==> src/rtl/core/cfrd_pkg.sv <==
// ============================================================================
// cfrd_pkg
// Shared types and constants of the capture file record deframer.
// ============================================================================
package cfrd_pkg;

    localparam logic [31:0] MAGIC_BIG        = 32'ha1b2c3d4;
    localparam logic [31:0] MAGIC_LITTLE     = 32'hd4c3b2a1;
    localparam logic [31:0] USEC_SLACK_LIMIT = 32'd1000100;
    localparam logic [31:0] USEC_NEG_FLOOR   = 32'hFFFFFF00;
    localparam logic [31:0] USEC_PER_SEC     = 32'd1000000;
    localparam logic [19:0] USEC_PER_SEC_20  = 20'd1000000;
    localparam logic [17:0] MAX_FRAME_RESET  = 18'd131072;
    localparam logic [31:0] MIN_WIRE_BYTES   = 32'd8;

    localparam int unsigned FILE_HDR_BYTES   = 24;
    localparam int unsigned REC_HDR_BYTES    = 16;

    typedef enum logic [1:0] {
        KIND_FILE    = 2'd0,
        KIND_RECORD  = 2'd1,
        KIND_PAYLOAD = 2'd2,
        KIND_ERROR   = 2'd3
    } t_kind;

    localparam logic ERR_MAGIC   = 1'b0;
    localparam logic ERR_CORRUPT = 1'b1;

    // One classified request passed from the front end to the back end.
    typedef struct packed {
        t_kind       kind;
        logic        code;      // error code on an error request
        logic        big;       // byte order on a file header request
        logic        last;
        logic        borrow;    // microseconds are a small negative value
        logic        carry;     // microseconds slightly over one second
        logic [31:0] word;      // link type, seconds, or payload byte
        logic [19:0] micros;
        logic [17:0] cap;
        logic [17:0] wire_len;
    } t_entry;

endpackage

==> src/rtl/core/cfrd_front.sv <==
// ============================================================================
// cfrd_front
// Accept file bytes, gather headers, check them and classify each request.
// ============================================================================
module cfrd_front import cfrd_pkg::*; (
    input  logic        i_clk,
    input  logic        i_rst_n,
    input  logic        i_valid,
    input  logic [7:0]  i_file_byte,
    input  logic [17:0] i_max_frame,
    input  logic        i_full,
    output logic        o_push,
    output t_entry      o_entry
);

    typedef enum logic [3:0] {
        PH_FILE   = 4'b0001,
        PH_RECORD = 4'b0010,
        PH_DATA   = 4'b0100,
        PH_HALT   = 4'b1000
    } t_phase;

    localparam logic [4:0] FILE_LAST = 5'(FILE_HDR_BYTES - 1);
    localparam logic [4:0] REC_LAST  = 5'(REC_HDR_BYTES - 1);

    t_phase      r_phase, n_phase;
    logic [4:0]  r_pos, n_pos;
    logic [17:0] r_left, n_left;
    logic        r_big, n_big;
    logic [7:0]  r_hdr [FILE_HDR_BYTES];
    logic        hdr_we;

    logic        accept;
    logic [31:0] magic, link_raw, secs, usecs, cap, wlen;
    logic        file_big, file_little;
    logic        usec_hi, usec_neg, usec_over, bad;

    function automatic logic [31:0] make_word(input logic [7:0] b0, input logic [7:0] b1,
                                              input logic [7:0] b2, input logic [7:0] b3,
                                              input logic big);
        return big ? {b0, b1, b2, b3} : {b3, b2, b1, b0};
    endfunction

    assign accept = i_valid && !i_full;

    assign magic       = {r_hdr[0], r_hdr[1], r_hdr[2], r_hdr[3]};
    assign file_big    = (magic == MAGIC_BIG);
    assign file_little = (magic == MAGIC_LITTLE);
    assign link_raw    = make_word(r_hdr[20], r_hdr[21], r_hdr[22], i_file_byte, file_big);

    assign secs  = make_word(r_hdr[0],  r_hdr[1],  r_hdr[2],  r_hdr[3],    r_big);
    assign usecs = make_word(r_hdr[4],  r_hdr[5],  r_hdr[6],  r_hdr[7],    r_big);
    assign cap   = make_word(r_hdr[8],  r_hdr[9],  r_hdr[10], r_hdr[11],   r_big);
    assign wlen  = make_word(r_hdr[12], r_hdr[13], r_hdr[14], i_file_byte, r_big);

    assign usec_hi   = usecs > USEC_SLACK_LIMIT;
    assign usec_neg  = usecs > USEC_NEG_FLOOR;
    assign usec_over = usecs > USEC_PER_SEC;
    assign bad = (usec_hi && !usec_neg)
              || (cap  > {14'd0, i_max_frame})
              || (wlen > {14'd0, i_max_frame})
              || (wlen < cap)
              || (wlen < MIN_WIRE_BYTES);

    always_comb begin
        n_phase = r_phase;
        n_pos   = r_pos;
        n_left  = r_left;
        n_big   = r_big;
        hdr_we  = 1'b0;
        o_push  = 1'b0;
        o_entry = '0;
        if (accept) begin
            unique case (r_phase)
                PH_FILE: begin
                    hdr_we = 1'b1;
                    n_pos  = r_pos + 5'd1;
                    if (r_pos == FILE_LAST) begin
                        n_pos  = '0;
                        o_push = 1'b1;
                        if (file_big || file_little) begin
                            n_big         = file_big;
                            o_entry.kind  = KIND_FILE;
                            o_entry.big   = file_big;
                            o_entry.word  = link_raw;
                            n_phase       = PH_RECORD;
                        end else begin
                            o_entry.kind = KIND_ERROR;
                            o_entry.code = ERR_MAGIC;
                            n_phase      = PH_HALT;
                        end
                    end
                end
                PH_RECORD: begin
                    hdr_we = 1'b1;
                    n_pos  = r_pos + 5'd1;
                    if (r_pos == REC_LAST) begin
                        n_pos  = '0;
                        o_push = 1'b1;
                        if (bad) begin
                            o_entry.kind = KIND_ERROR;
                            o_entry.code = ERR_CORRUPT;
                            n_phase      = PH_HALT;
                        end else begin
                            o_entry.kind     = KIND_RECORD;
                            o_entry.borrow   = usec_hi;
                            o_entry.carry    = !usec_hi && usec_over;
                            o_entry.word     = secs;
                            o_entry.micros   = usecs[19:0];
                            o_entry.cap      = cap[17:0];
                            o_entry.wire_len = wlen[17:0];
                            o_entry.last     = (cap == 32'd0);
                            n_left           = cap[17:0];
                            n_phase          = (cap == 32'd0) ? PH_RECORD : PH_DATA;
                        end
                    end
                end
                PH_DATA: begin
                    o_push       = 1'b1;
                    n_left       = r_left - 18'd1;
                    o_entry.kind = KIND_PAYLOAD;
                    o_entry.word = {24'd0, i_file_byte};
                    o_entry.last = (r_left == 18'd1);
                    if (r_left == 18'd1) begin
                        n_phase = PH_RECORD;
                        n_pos   = '0;
                    end
                end
                PH_HALT: begin
                    // drop everything until reset
                end
                default: begin
                    n_phase = PH_HALT;
                end
            endcase
        end
    end

    always_ff @(posedge i_clk) begin
        if (!i_rst_n) begin
            r_phase <= PH_FILE;
            r_pos   <= '0;
            r_left  <= '0;
            r_big   <= 1'b0;
        end else begin
            r_phase <= n_phase;
            r_pos   <= n_pos;
            r_left  <= n_left;
            r_big   <= n_big;
        end
    end

    always_ff @(posedge i_clk) begin
        if (hdr_we) begin
            r_hdr[r_pos] <= i_file_byte;
        end
    end

endmodule

==> src/rtl/core/cfrd_fifo.sv <==
// ============================================================================
// cfrd_fifo
// Two-entry queue of classified requests between front and back end.
// ============================================================================
module cfrd_fifo import cfrd_pkg::*; (
    input  logic   i_clk,
    input  logic   i_rst_n,
    input  logic   i_push,
    input  t_entry i_entry,
    input  logic   i_pop,
    output t_entry o_entry,
    output logic   o_full,
    output logic   o_empty
);

    t_entry     r_mem [2];
    logic       r_wr, n_wr;
    logic       r_rd, n_rd;
    logic [1:0] r_count, n_count;

    assign o_full  = (r_count == 2'd2);
    assign o_empty = (r_count == 2'd0);
    assign o_entry = r_mem[r_rd];

    always_comb begin
        n_wr    = r_wr;
        n_rd    = r_rd;
        n_count = r_count;
        if (i_push) begin
            n_wr = ~r_wr;
        end
        if (i_pop) begin
            n_rd = ~r_rd;
        end
        unique case ({i_push, i_pop})
            2'b10: begin
                n_count = r_count + 2'd1;
            end
            2'b01: begin
                n_count = r_count - 2'd1;
            end
            2'b00, 2'b11: begin
                n_count = r_count;
            end
        endcase
    end

    always_ff @(posedge i_clk) begin
        if (!i_rst_n) begin
            r_wr    <= 1'b0;
            r_rd    <= 1'b0;
            r_count <= '0;
        end else begin
            r_wr    <= n_wr;
            r_rd    <= n_rd;
            r_count <= n_count;
        end
    end

    always_ff @(posedge i_clk) begin
        if (i_push) begin
            r_mem[r_wr] <= i_entry;
        end
    end

endmodule

==> src/rtl/core/cfrd_back.sv <==
// ============================================================================
// cfrd_back
// Normalize timestamps, fill in stream context and hold the output register.
// ============================================================================
module cfrd_back import cfrd_pkg::*; (
    input  logic        i_clk,
    input  logic        i_rst_n,
    input  t_entry      i_entry,
    input  logic        i_empty,
    output logic        o_pop,
    input  logic        i_stall,
    output logic        o_valid,
    output logic [1:0]  o_kind,
    output logic        o_big_endian,
    output logic [31:0] o_link_id,
    output logic [31:0] o_stamp_seconds,
    output logic [19:0] o_stamp_micros,
    output logic [17:0] o_captured_bytes,
    output logic [17:0] o_wire_bytes,
    output logic [7:0]  o_payload_byte,
    output logic        o_last,
    output logic        o_error_code
);

    logic        r_valid, n_valid;
    logic        r_big, n_big;
    logic [31:0] r_link, n_link;

    logic [1:0]  r_kind, n_kind;
    logic        r_obig, n_obig;
    logic [31:0] r_olink, n_olink;
    logic [31:0] r_secs, n_secs;
    logic [19:0] r_usec, n_usec;
    logic [17:0] r_cap, n_cap;
    logic [17:0] r_wire, n_wire;
    logic [7:0]  r_byte, n_byte;
    logic        r_last, n_last;
    logic        r_code, n_code;

    assign o_pop = !i_empty && (!r_valid || !i_stall);

    always_comb begin
        n_valid = r_valid && i_stall;
        n_big   = r_big;
        n_link  = r_link;
        n_kind  = r_kind;
        n_obig  = r_obig;
        n_olink = r_olink;
        n_secs  = r_secs;
        n_usec  = r_usec;
        n_cap   = r_cap;
        n_wire  = r_wire;
        n_byte  = r_byte;
        n_last  = r_last;
        n_code  = r_code;
        if (o_pop) begin
            n_valid = 1'b1;
            n_kind  = i_entry.kind;
            n_obig  = r_big;
            n_olink = r_link;
            n_secs  = '0;
            n_usec  = '0;
            n_cap   = '0;
            n_wire  = '0;
            n_byte  = '0;
            n_last  = 1'b0;
            n_code  = 1'b0;
            unique case (i_entry.kind)
                KIND_FILE: begin
                    n_big   = i_entry.big;
                    n_link  = (i_entry.word == 32'd0) ? 32'd1 : i_entry.word;
                    n_obig  = n_big;
                    n_olink = n_link;
                end
                KIND_RECORD: begin
                    n_cap  = i_entry.cap;
                    n_wire = i_entry.wire_len;
                    n_last = i_entry.last;
                    priority if (i_entry.borrow) begin
                        n_secs = i_entry.word - 32'd1;
                        n_usec = i_entry.micros + USEC_PER_SEC_20;
                    end else if (i_entry.carry) begin
                        n_secs = i_entry.word + 32'd1;
                        n_usec = i_entry.micros - USEC_PER_SEC_20;
                    end else begin
                        n_secs = i_entry.word;
                        n_usec = i_entry.micros;
                    end
                end
                KIND_PAYLOAD: begin
                    n_byte = i_entry.word[7:0];
                    n_last = i_entry.last;
                end
                KIND_ERROR: begin
                    n_obig  = 1'b0;
                    n_olink = '0;
                    n_code  = i_entry.code;
                end
                default: begin
                    n_valid = 1'b0;
                end
            endcase
        end
    end

    always_ff @(posedge i_clk) begin
        if (!i_rst_n) begin
            r_valid <= 1'b0;
            r_big   <= 1'b0;
            r_link  <= '0;
        end else begin
            r_valid <= n_valid;
            r_big   <= n_big;
            r_link  <= n_link;
        end
    end

    always_ff @(posedge i_clk) begin
        r_kind  <= n_kind;
        r_obig  <= n_obig;
        r_olink <= n_olink;
        r_secs  <= n_secs;
        r_usec  <= n_usec;
        r_cap   <= n_cap;
        r_wire  <= n_wire;
        r_byte  <= n_byte;
        r_last  <= n_last;
        r_code  <= n_code;
    end

    assign o_valid          = r_valid;
    assign o_kind           = r_kind;
    assign o_big_endian     = r_obig;
    assign o_link_id        = r_olink;
    assign o_stamp_seconds  = r_secs;
    assign o_stamp_micros   = r_usec;
    assign o_captured_bytes = r_cap;
    assign o_wire_bytes     = r_wire;
    assign o_payload_byte   = r_byte;
    assign o_last           = r_last;
    assign o_error_code     = r_code;

endmodule

==> src/rtl/core/capture_file_record_deframer_core.sv <==
// ============================================================================
// capture_file_record_deframer_core
// Split a capture file byte stream into file header, record headers and
// payload bytes, with header checks and timestamp normalization.
// ============================================================================
//
//  channel  | direction | handshake            | payload
//  ---------+-----------+----------------------+---------------------------------
//  input    | in        | i_valid / o_stall    | i_file_byte
//  output   | out       | o_valid / i_stall    | o_kind .. o_error_code
//  config   | in        | i_cfg_we             | i_cfg_data (max_frame_bytes)
//
//  One byte is taken per clock while o_stall is low. A request reaches the
//  output register via the queue: the front end writes the queue at the
//  accepting edge and the output register loads from it when it is empty
//  or the output side does not stall. Header bytes give no result until the
//  last header byte; the 2-entry queue carries one request per clock, so
//  o_stall rises only when the output side stalls. Synchronous active-low
//  reset returns to the file header phase with max_frame_bytes at 131072.
//  After an error request, bytes are still taken and dropped until reset.
//
module capture_file_record_deframer_core import cfrd_pkg::*; (
    input  logic        i_clk,
    input  logic        i_rst_n,
    // configuration
    input  logic        i_cfg_we,
    input  logic [17:0] i_cfg_data,
    // input channel
    input  logic        i_valid,
    output logic        o_stall,
    input  logic [7:0]  i_file_byte,
    // output channel
    output logic        o_valid,
    input  logic        i_stall,
    output logic [1:0]  o_kind,
    output logic        o_big_endian,
    output logic [31:0] o_link_id,
    output logic [31:0] o_stamp_seconds,
    output logic [19:0] o_stamp_micros,
    output logic [17:0] o_captured_bytes,
    output logic [17:0] o_wire_bytes,
    output logic [7:0]  o_payload_byte,
    output logic        o_last,
    output logic        o_error_code
);

    logic [17:0] r_max_frame;
    logic        push, pop, full, empty;
    t_entry      push_entry, head_entry;

    // Hold the frame length limit; the user must write it only while the block is idle (not enforced here).
    always_ff @(posedge i_clk) begin
        if (!i_rst_n) begin
            r_max_frame <= MAX_FRAME_RESET;
        end else if (i_cfg_we) begin
            r_max_frame <= i_cfg_data;
        end
    end

    // Stall the input only when the queue has no room.
    assign o_stall = full;

    // Front end: gather headers, check them, count payload bytes.
    cfrd_front u_front (
        .i_clk       (i_clk),
        .i_rst_n     (i_rst_n),
        .i_valid     (i_valid),
        .i_file_byte (i_file_byte),
        .i_max_frame (r_max_frame),
        .i_full      (full),
        .o_push      (push),
        .o_entry     (push_entry)
    );

    // Queue: decouple the front end from output stalls.
    cfrd_fifo u_fifo (
        .i_clk   (i_clk),
        .i_rst_n (i_rst_n),
        .i_push  (push),
        .i_entry (push_entry),
        .i_pop   (pop),
        .o_entry (head_entry),
        .o_full  (full),
        .o_empty (empty)
    );

    // Back end: normalize timestamps and drive the output register.
    cfrd_back u_back (
        .i_clk            (i_clk),
        .i_rst_n          (i_rst_n),
        .i_entry          (head_entry),
        .i_empty          (empty),
        .o_pop            (pop),
        .i_stall          (i_stall),
        .o_valid          (o_valid),
        .o_kind           (o_kind),
        .o_big_endian     (o_big_endian),
        .o_link_id        (o_link_id),
        .o_stamp_seconds  (o_stamp_seconds),
        .o_stamp_micros   (o_stamp_micros),
        .o_captured_bytes (o_captured_bytes),
        .o_wire_bytes     (o_wire_bytes),
        .o_payload_byte   (o_payload_byte),
        .o_last           (o_last),
        .o_error_code     (o_error_code)
    );

endmodule
==> config.mk <==
export PLATFORM = sky130hd
export DESIGN_NAME = capture_file_record_deframer_core
export DESIGN_NICKNAME = d
export VERILOG_FILES = /design/src/rtl/core/cfrd_pkg.sv /design/src/rtl/core/cfrd_front.sv /design/src/rtl/core/cfrd_fifo.sv /design/src/rtl/core/cfrd_back.sv /design/src/rtl/core/capture_file_record_deframer_core.sv
export SDC_FILE = /design/constraint.sdc
export NUM_CORES = 1
export LEC_CHECK = 0
export ABC_AREA = 1
export BUFFER_PORTS_ARGS = -buffer_cell sky130_fd_sc_hd__buf_4
export CORE_ASPECT_RATIO = 2
export CORE_MARGIN = 5
export CORE_UTILIZATION = 30
export CTS_CLUSTER_DIAMETER = 80
export DETAILED_ROUTE_END_ITERATION = 10
export PLACE_DENSITY = 0.51
export REMOVE_ABC_BUFFERS = 1
export SYNTH_ARGS = -nofsm -noshare
export SYNTH_HDL_FRONTEND = slang
export SYNTH_HIERARCHICAL = 1
export SYNTH_SLANG_ARGS = --single-unit
==> constraint.sdc <==
create_clock -name i_clk -period 9.8 [get_ports i_clk]
set_input_delay 0 -clock i_clk [delete_from_list [all_inputs] [get_ports i_clk]]
set_output_delay 0 -clock i_clk [all_outputs]
set_load 0.005 [all_outputs]
==> impl_metrics.json, run 1 <==
{
  "status": "finished clean",
  "min_period_ns": 5.44,
  "grt_overflow": 0,
  "cts_resized": 0,
  "async_flop_share_pct": 0,
  "slowest_delay_ns": 0.71,
  "drive_gt1_share_pct": 13.2,
  "cp-start-kind": "register",
  "syn2layout_area_growth_pct": 16.7,
  "cts_num_sinks": 552,
  "multiInputGateArea_um2": 10200,
  "drt_iter0_drc": 1354,
  "clkTransAtPathRegs_ns": 0.07,
  "ys_types": 55,
  "seq_area_frac_synth_pct": 56.2,
  "ys_ff_latch": 552,
  "num-fill-cells": 9480,
  "crit_chain": "buf_4 -> buf_4 -> nand2_1 -> o21ai_0 -> inv_1 -> ha_1 -> nand2_1 -> nor2_1 -> nand4_1 -> nand3b_1 -> nand2_1 -> nand2_1 -> nor2_2 -> nand4_1 -> buf_4 -> nor4_1",
  "setup-tns-final_ns": 0,
  "io_buffers": 165,
  "seqPwrFrac_pct": 46.8,
  "via_count": 20850,
  "cpMostUsedCell": "nand2_1",
  "power_density_nw_per_um2": 201,
  "place_hpwl_um": 57900,
  "path_max_fanout": 81,
  "die_h_um": 442,
  "stdcell_area_um2": 32600,
  "criticalPathCategory": "reg2reg",
  "ios": 166,
  "final_max_slew_viol_count": 0,
  "core_area_um2": 92700,
  "leakage_uw": 0.0133,
  "setup_viol_count_final": 0,
  "critPathArrivalTime_ns": 5.84,
  "critPathRequiredTime_ns": 10.19,
  "p_total_uw": 6550,
  "synth_edf_count": 467,
  "maxSlewHeadroom_pct": 25.3,
  "place.gp.congestion": 0.884,
  "pwr-share-comb_pct": 22.2,
  "placed_cell_area_um2": 30200,
  "clock_path_buffers": 3,
  "cp-end-kind": "register",
  "hold_path.class": "in2reg",
  "p_int_uw": 4610,
  "final_hold_viol_count": 0,
  "rows": 158,
  "drtAntennaViolNets": 0,
  "ys.flop_type": "edfxtp_1",
  "switching_power_uw": 1940,
  "drc": 0,
  "drv_cap": 0,
  "cp_slowest_cell": "dfxtp_4",
  "p_clk_share_pct": 31.0,
  "first_pass_iters": 6,
  "ys_warn_count": 6,
  "fin_nets": 3265,
  "via_per_inst": 4.75,
  "initial_core_util_pct": 30.2,
  "dieArea_um2": 99800,
  "syn_area_um2": 28000,
  "finalCritPeriodShare_pct": 55.5,
  "fmax_mhz": 184,
  "cts_buffers": 53,
  "tightest_slew_ns": 1.12,
  "synthCells": 2959,
  "grt_max_degree": 138,
  "register_area_um2": 15700,
  "antenna_found_initial": 1,
  "switching_share_pct": 29.6,
  "pre_cts_ws_ns": 4.40,
  "h-tree-depth": 2,
  "avgSynthCellArea_um2": 9.45,
  "grt_pass1_wl_um": 122000,
  "clk_latency_ns": 0.63,
  "root_buffer": "clkbuf_16",
  "grt_setup_unrepaired": "false",
  "grt_pass1_vias": 20776,
  "setup_ws_ns": 4.36,
  "ir_worst_vdd_mv": 0.657,
  "die_w_um": 226,
  "fin_skew_ns": 0.0286,
  "wl_per_cell_um": 18.4,
  "grt.total_usage_pct": 15.8,
  "drt_wl_total_um": 80900,
  "cts_tree": "yes"
}
## kinds of logic (layout without fill, tap and decap cells)
family | after synthesis | after routing | synth area share (%)
AO/OA/AOI/OAI | 520 | 520 | 10.0
buffers and inverters | 498 | 731 | 7.49
multiplexers | 95 | 95 | 4.50
XOR/XNOR | 1 | 1 | 0.0313
flip-flops | 552 | 552 | 56.2
AND/OR/NAND/NOR | 1208 | 1208 | 17.9
other | 0 | 2 | 0
adder cells (fa/ha/maj) | 85 | 85 | 3.80
## layout by cell type, fill, tap and decap left out, drive strengths merged, types with 43 or more instances in the layout
cell / count
buf: 183
nor2: 366
inv: 381
mux2: 95
nand3: 121
dfxtp: 85
o21ai: 250
a21oi: 203
ha: 85
edfxtp: 467
dlygate4sd3: 71
clkbuf: 61
nor3: 43
nand2: 612
## registers in the layout, summed over array words and instances (netlist names), 4 cells and up, named ones only
register / flops
u_back/o_link_id: 32
u_front/r_hdr: 144
u_front/r_pos: 5
r_max_frame: 18
u_fifo/r_mem: 190
u_back/r_link: 32
u_front/r_left: 18
u_back/o_stamp_seconds: 32
u_back/o_stamp_micros: 20
u_front/r_phase: 4
u_back/o_captured_bytes: 18
u_back/o_payload_byte: 8
u_back/o_wire_bytes: 18
## stage by stage
stage	hold slack [ns]	cells	utilization, %
floorplan	0.0762	2840	-
global placement	0.215	4223	32.6
detailed placement	0.216	4223	32.6
CTS	0.176	4392	35.2
global route	0.210	4393	35.2
finish	0.227	4394	35.2
## synth_stat cells (3+ instances only)
cell type  number  share of area (%)
mux2_4         50                2.7
or2_2          13               0.29
nand3_1       120                2.1
dfxtp_1        85                6.1
nor4_1          8               0.18
nand2_2         9               0.20
a21oi_1       202                3.6
or2_1           3              0.067
buf_2          24               0.43
inv_2           6              0.081
o21a_1         17               0.46
inv_1         370                5.0
nor2_1        358                4.8
nand2_1       600                8.1
nand4_1        38               0.85
edfxtp_1      467                 50
o22ai_1         6               0.13
clkbuf_1       56               0.75
nor3_1         40               0.72
nor2_2          6               0.13
mux2_2         45                1.8
buf_6          13               0.52
buf_4          18               0.48
o21ai_1        60                1.1
nand2_4         3               0.12
o211ai_1       26               0.70
buf_1           4              0.054
a211oi_1        5               0.13
o21ai_2         4               0.13
ha_1           85                3.8
o21ai_0       185                3.3
## power by group through the flow
stage / registers (uW) / logic [uW] / clock network, uW
floorplan: 3210 / 787 / 0
CTS: 3070 / 1500 / 2120
global placement: 3120 / 1460 / 0
detailed placement: 3120 / 1470 / 0
global route: 3090 / 1620 / 2200
finish: 3060 / 1460 / 2030
## repair_timing
item / CTS / global route
setup buffers: 0 / 0
endpoints found under the hold margin: 186 / 0
hold buffers: 71 / 0
## layout make-up
type	count	area share [%]
antenna	2	0.0153
clock buffer	61	4.22
clock inverter	37	0.959
inverter	379	4.38
multi-input combinational	1909	31.2
sequential	552	48.2
tap	1200	4.60
timing repair buffer	254	6.43
## path summary, 6_finish.rpt
| kind | slack, ns | cells past startpoint | startpoint | endpoint |
|---|---|---|---|---|
| max | 4.36 | 16 | u_front/r_big | u_fifo/r_mem[1][88] |
| min | 0.23 | 4 | i_stall | u_back/o_valid |
| max reg2reg | 4.36 | 16 | u_front/r_big | u_fifo/r_mem[1][88] |
| min reg2reg | 0.46 | 2 | u_back/r_big | u_back/r_big |
## routing by layer
metal  vias to the layer above  part of all wire, %  global-route usage [%]
li1                      10344                    -                       -
met3                       172                  3.9                    1.79
met2                       539                   55                    30.5
met4                         0                  5.8                    8.24
met1                      9795                   36                    16.3
met5                         -                    0                       0
## critical path: cells and delay by family (launching register included)
family,cells,cell delay (ns)
DFF,1,0.71
adders and majority gates,1,0.33
AOI/OAI and AO/OA,1,0.23
buffers and inverters,4,1.88
and+or+nand+nor,10,1.97
(Power assumes the default switching activity.)
==> run 2: changes to the inputs <==
Clock period 9.8 ns to 5.2 ns, I/O delays scaled along.
==> run 2 against run 1 <==
Effect of this change: core utilization rose by 0.33 points; critical path type unchanged; highest routed layer unchanged; sequential power rose by 87%; combinational power rose by 93%; clock skew fell by 0.0063 ns; power rose by 91%; design area rose by 0.93%; sequential cell count did not move; global-route usage fell by 0.37 points.
==> impl_metrics.json, run 2 (synthesis results as in run 1) <==
{
  "grt_overflow": 0,
  "p_clk_share_pct": 32.0,
  "clk_latency_ns": 0.62,
  "root_buffer": "clkbuf_16",
  "setup-tns-final_ns": 0,
  "drtAntennaViolNets": 0,
  "criticalPathCategory": "reg2reg",
  "wl_per_cell_um": 17.8,
  "largest_register": "u_fifo/r_mem",
  "grt_setup_unrepaired": "false",
  "path_max_fanout": 104,
  "postCtsSetupRepairBufs": 0,
  "pwr-share-comb_pct": 22.5,
  "switching_power_uw": 3600,
  "dp_cells": 4250,
  "cp-end-kind": "register",
  "leakage_uw": 0.0135,
  "seqPwrFrac_pct": 45.5,
  "ios": 166,
  "critPathRequiredTime_ns": 5.71,
  "drc": 0,
  "tightest_slew_ns": 0.966,
  "post-route-util_pct": 35.5,
  "drv_cap": 0,
  "via_per_inst": 4.68,
  "cts_tree": "yes",
  "place.gp.congestion": 0.896,
  "rows": 158,
  "min_period_ns": 3.88,
  "grt_pass1_vias": 20463,
  "multiInputGateArea_um2": 10200,
  "cts_buffers": 52,
  "drt_iter0_drc": 1168,
  "place_hpwl_um": 58200,
  "via_count": 20668,
  "maxSlewHeadroom_pct": 35.4,
  "syn2layout_area_growth_pct": 17.8,
  "status": "finished clean",
  "final_hold_viol_count": 0,
  "drive_gt1_share_pct": 13.9,
  "num-fill-cells": 9370,
  "hold_start": "i_file_byte[7]",
  "fmax_mhz": 258,
  "initial_core_util_pct": 30.2,
  "p_int_uw": 8930,
  "setup_ws_ns": 1.32,
  "dieArea_um2": 99800,
  "clock_path_buffers": 3,
  "h-tree-depth": 2,
  "crit_start": "u_front/r_big",
  "clkTransAtPathRegs_ns": 0.07,
  "final_common_cell": "nand2_1",
  "largest_reg_flops": 190,
  "r2r_start": "u_front/r_big",
  "fin_skew_ns": 0.0222,
  "top_regs": "u_fifo/r_mem (190), u_front/r_hdr (144)",
  "fin_nets": 3286,
  "first_pass_iters": 5,
  "finalCritPeriodShare_pct": 74.7,
  "antenna_found_initial": 1,
  "cp-start-kind": "register",
  "setup_viol_count_final": 0,
  "critPathArrivalTime_ns": 4.39,
  "final_max_slew_viol_count": 0,
  "grt_max_degree": 137,
  "switching_share_pct": 28.7,
  "die_h_um": 442,
  "cts_num_sinks": 552,
  "grt.total_usage_pct": 15.4,
  "io_buffers": 165,
  "register_area_um2": 15700,
  "pre_cts_ws_ns": 1.35,
  "die_w_um": 226,
  "grt_pass1_wl_um": 120000,
  "drt_wl_total_um": 78700,
  "hold_path.class": "in2reg",
  "mostFrequentLayoutCells": "600 x nand2_1, 467 x edfxtp_1, 369 x inv_1, 357 x nor2_1, 203 x buf_4",
  "core_area_um2": 92700,
  "fin_cells": 4413,
  "ir_worst_vdd_mv": 0.335,
  "power_density_nw_per_um2": 381
}
==> run 2: cell types whose count changed in the layout (fill, tap and decap cells not counted), moves of 2 or more <==
| cell | delta |
|---|---|
| clkbuf_8 | +6 |
| inv_6 | -3 |
| clkinv_1 | -5 |
| buf_12 | +6 |
| clkinvlp_4 | -10 |
| buf_4 | +21 |
| bufinv_16 | +4 |
| dlygate4sd3_1 | -5 |
| clkbuf_1 | +6 |
| clkinv_2 | +2 |
==> run 2: repair_timing <==
action,in CTS,in global routing
setup endpoints to repair,0,0
endpoints found under the hold margin,200,0
hold buffers,66,0
resized for setup,0,0
==> run 2: area by class of cell <==
class	count	area share, %
diodes	1	0.00760
clock buffers	72	4.43
clock inverters	24	0.942
inverters	379	4.33
multi-input cells	1909	30.9
flip-flops and latches	552	47.8
well taps	1200	4.56
repair buffers	276	7.06
==> run 2: path summary, 6_finish.rpt <==
check,endpoint,slack [ns],depth (start not counted)
hold / removal,u_front/r_hdr[22][7],0.36,2
setup / recovery,u_front/r_left[8],1.32,21
hold reg to reg,u_back/r_big,0.45,2
setup reg to reg,u_front/r_left[8],1.32,21
==> run 2: per-stage QoR <==
stage | power (uW) | hold WS [ns] | cell area [um^2]
2_1_floorplan | 7150 | 0.0762 | 27300
3_3_place_gp | 8660 | 0.215 | 30500
3_5_place_dp | 8670 | 0.217 | 30500
4_1_cts | 12800 | 0.323 | 32900
5_1_grt | 13200 | 0.347 | 32900
6_report | 12500 | 0.356 | 32900
==> run 2: metal layers <==
layer / up-vias / global-route usage [%] / wire, um / share of wire [%]
li1: 10382 / - / - / -
met1: 9722 / 15.5 / 27800 / 35
met2: 427 / 30.4 / 44000 / 56
met3: 137 / 1.79 / 2730 / 3.5
met4: 0 / 7.56 / 4200 / 5.3
met5: - / 0 / 0 / 0
==> run 2: worst max-delay path, stage by stage, from the launching register on <==
cell	delay, ns
dfxtp_4	0.36
buf_12	0.22
o21ai_0	0.59
inv_1	0.18
ha_1	0.33
nand2_1	0.06
inv_1	0.03
o21bai_1	0.13
a21oi_1	0.10
nor2_1	0.28
nand2_1	0.10
nand2_1	0.07
nand2_1	0.04
nand2_1	0.07
nand2_1	0.07
nor2_2	0.16
nand2_2	0.11
nand2_4	0.14
nand2_2	0.27
buf_4	0.27
o21ai_1	0.10
nor2_1	0.05
==> run 2: power by group through the flow <==
| stage | Combinational [uW] | Sequential, uW | Clock (uW) |
|---|---|---|---|
| after floorplan | 1290 | 5860 | 0 |
| after global placement | 2830 | 5820 | 0 |
| after detailed placement | 2850 | 5820 | 0 |
| after CTS | 2900 | 5730 | 4150 |
| after global routing | 3140 | 5770 | 4320 |
| final | 2820 | 5710 | 4000 |
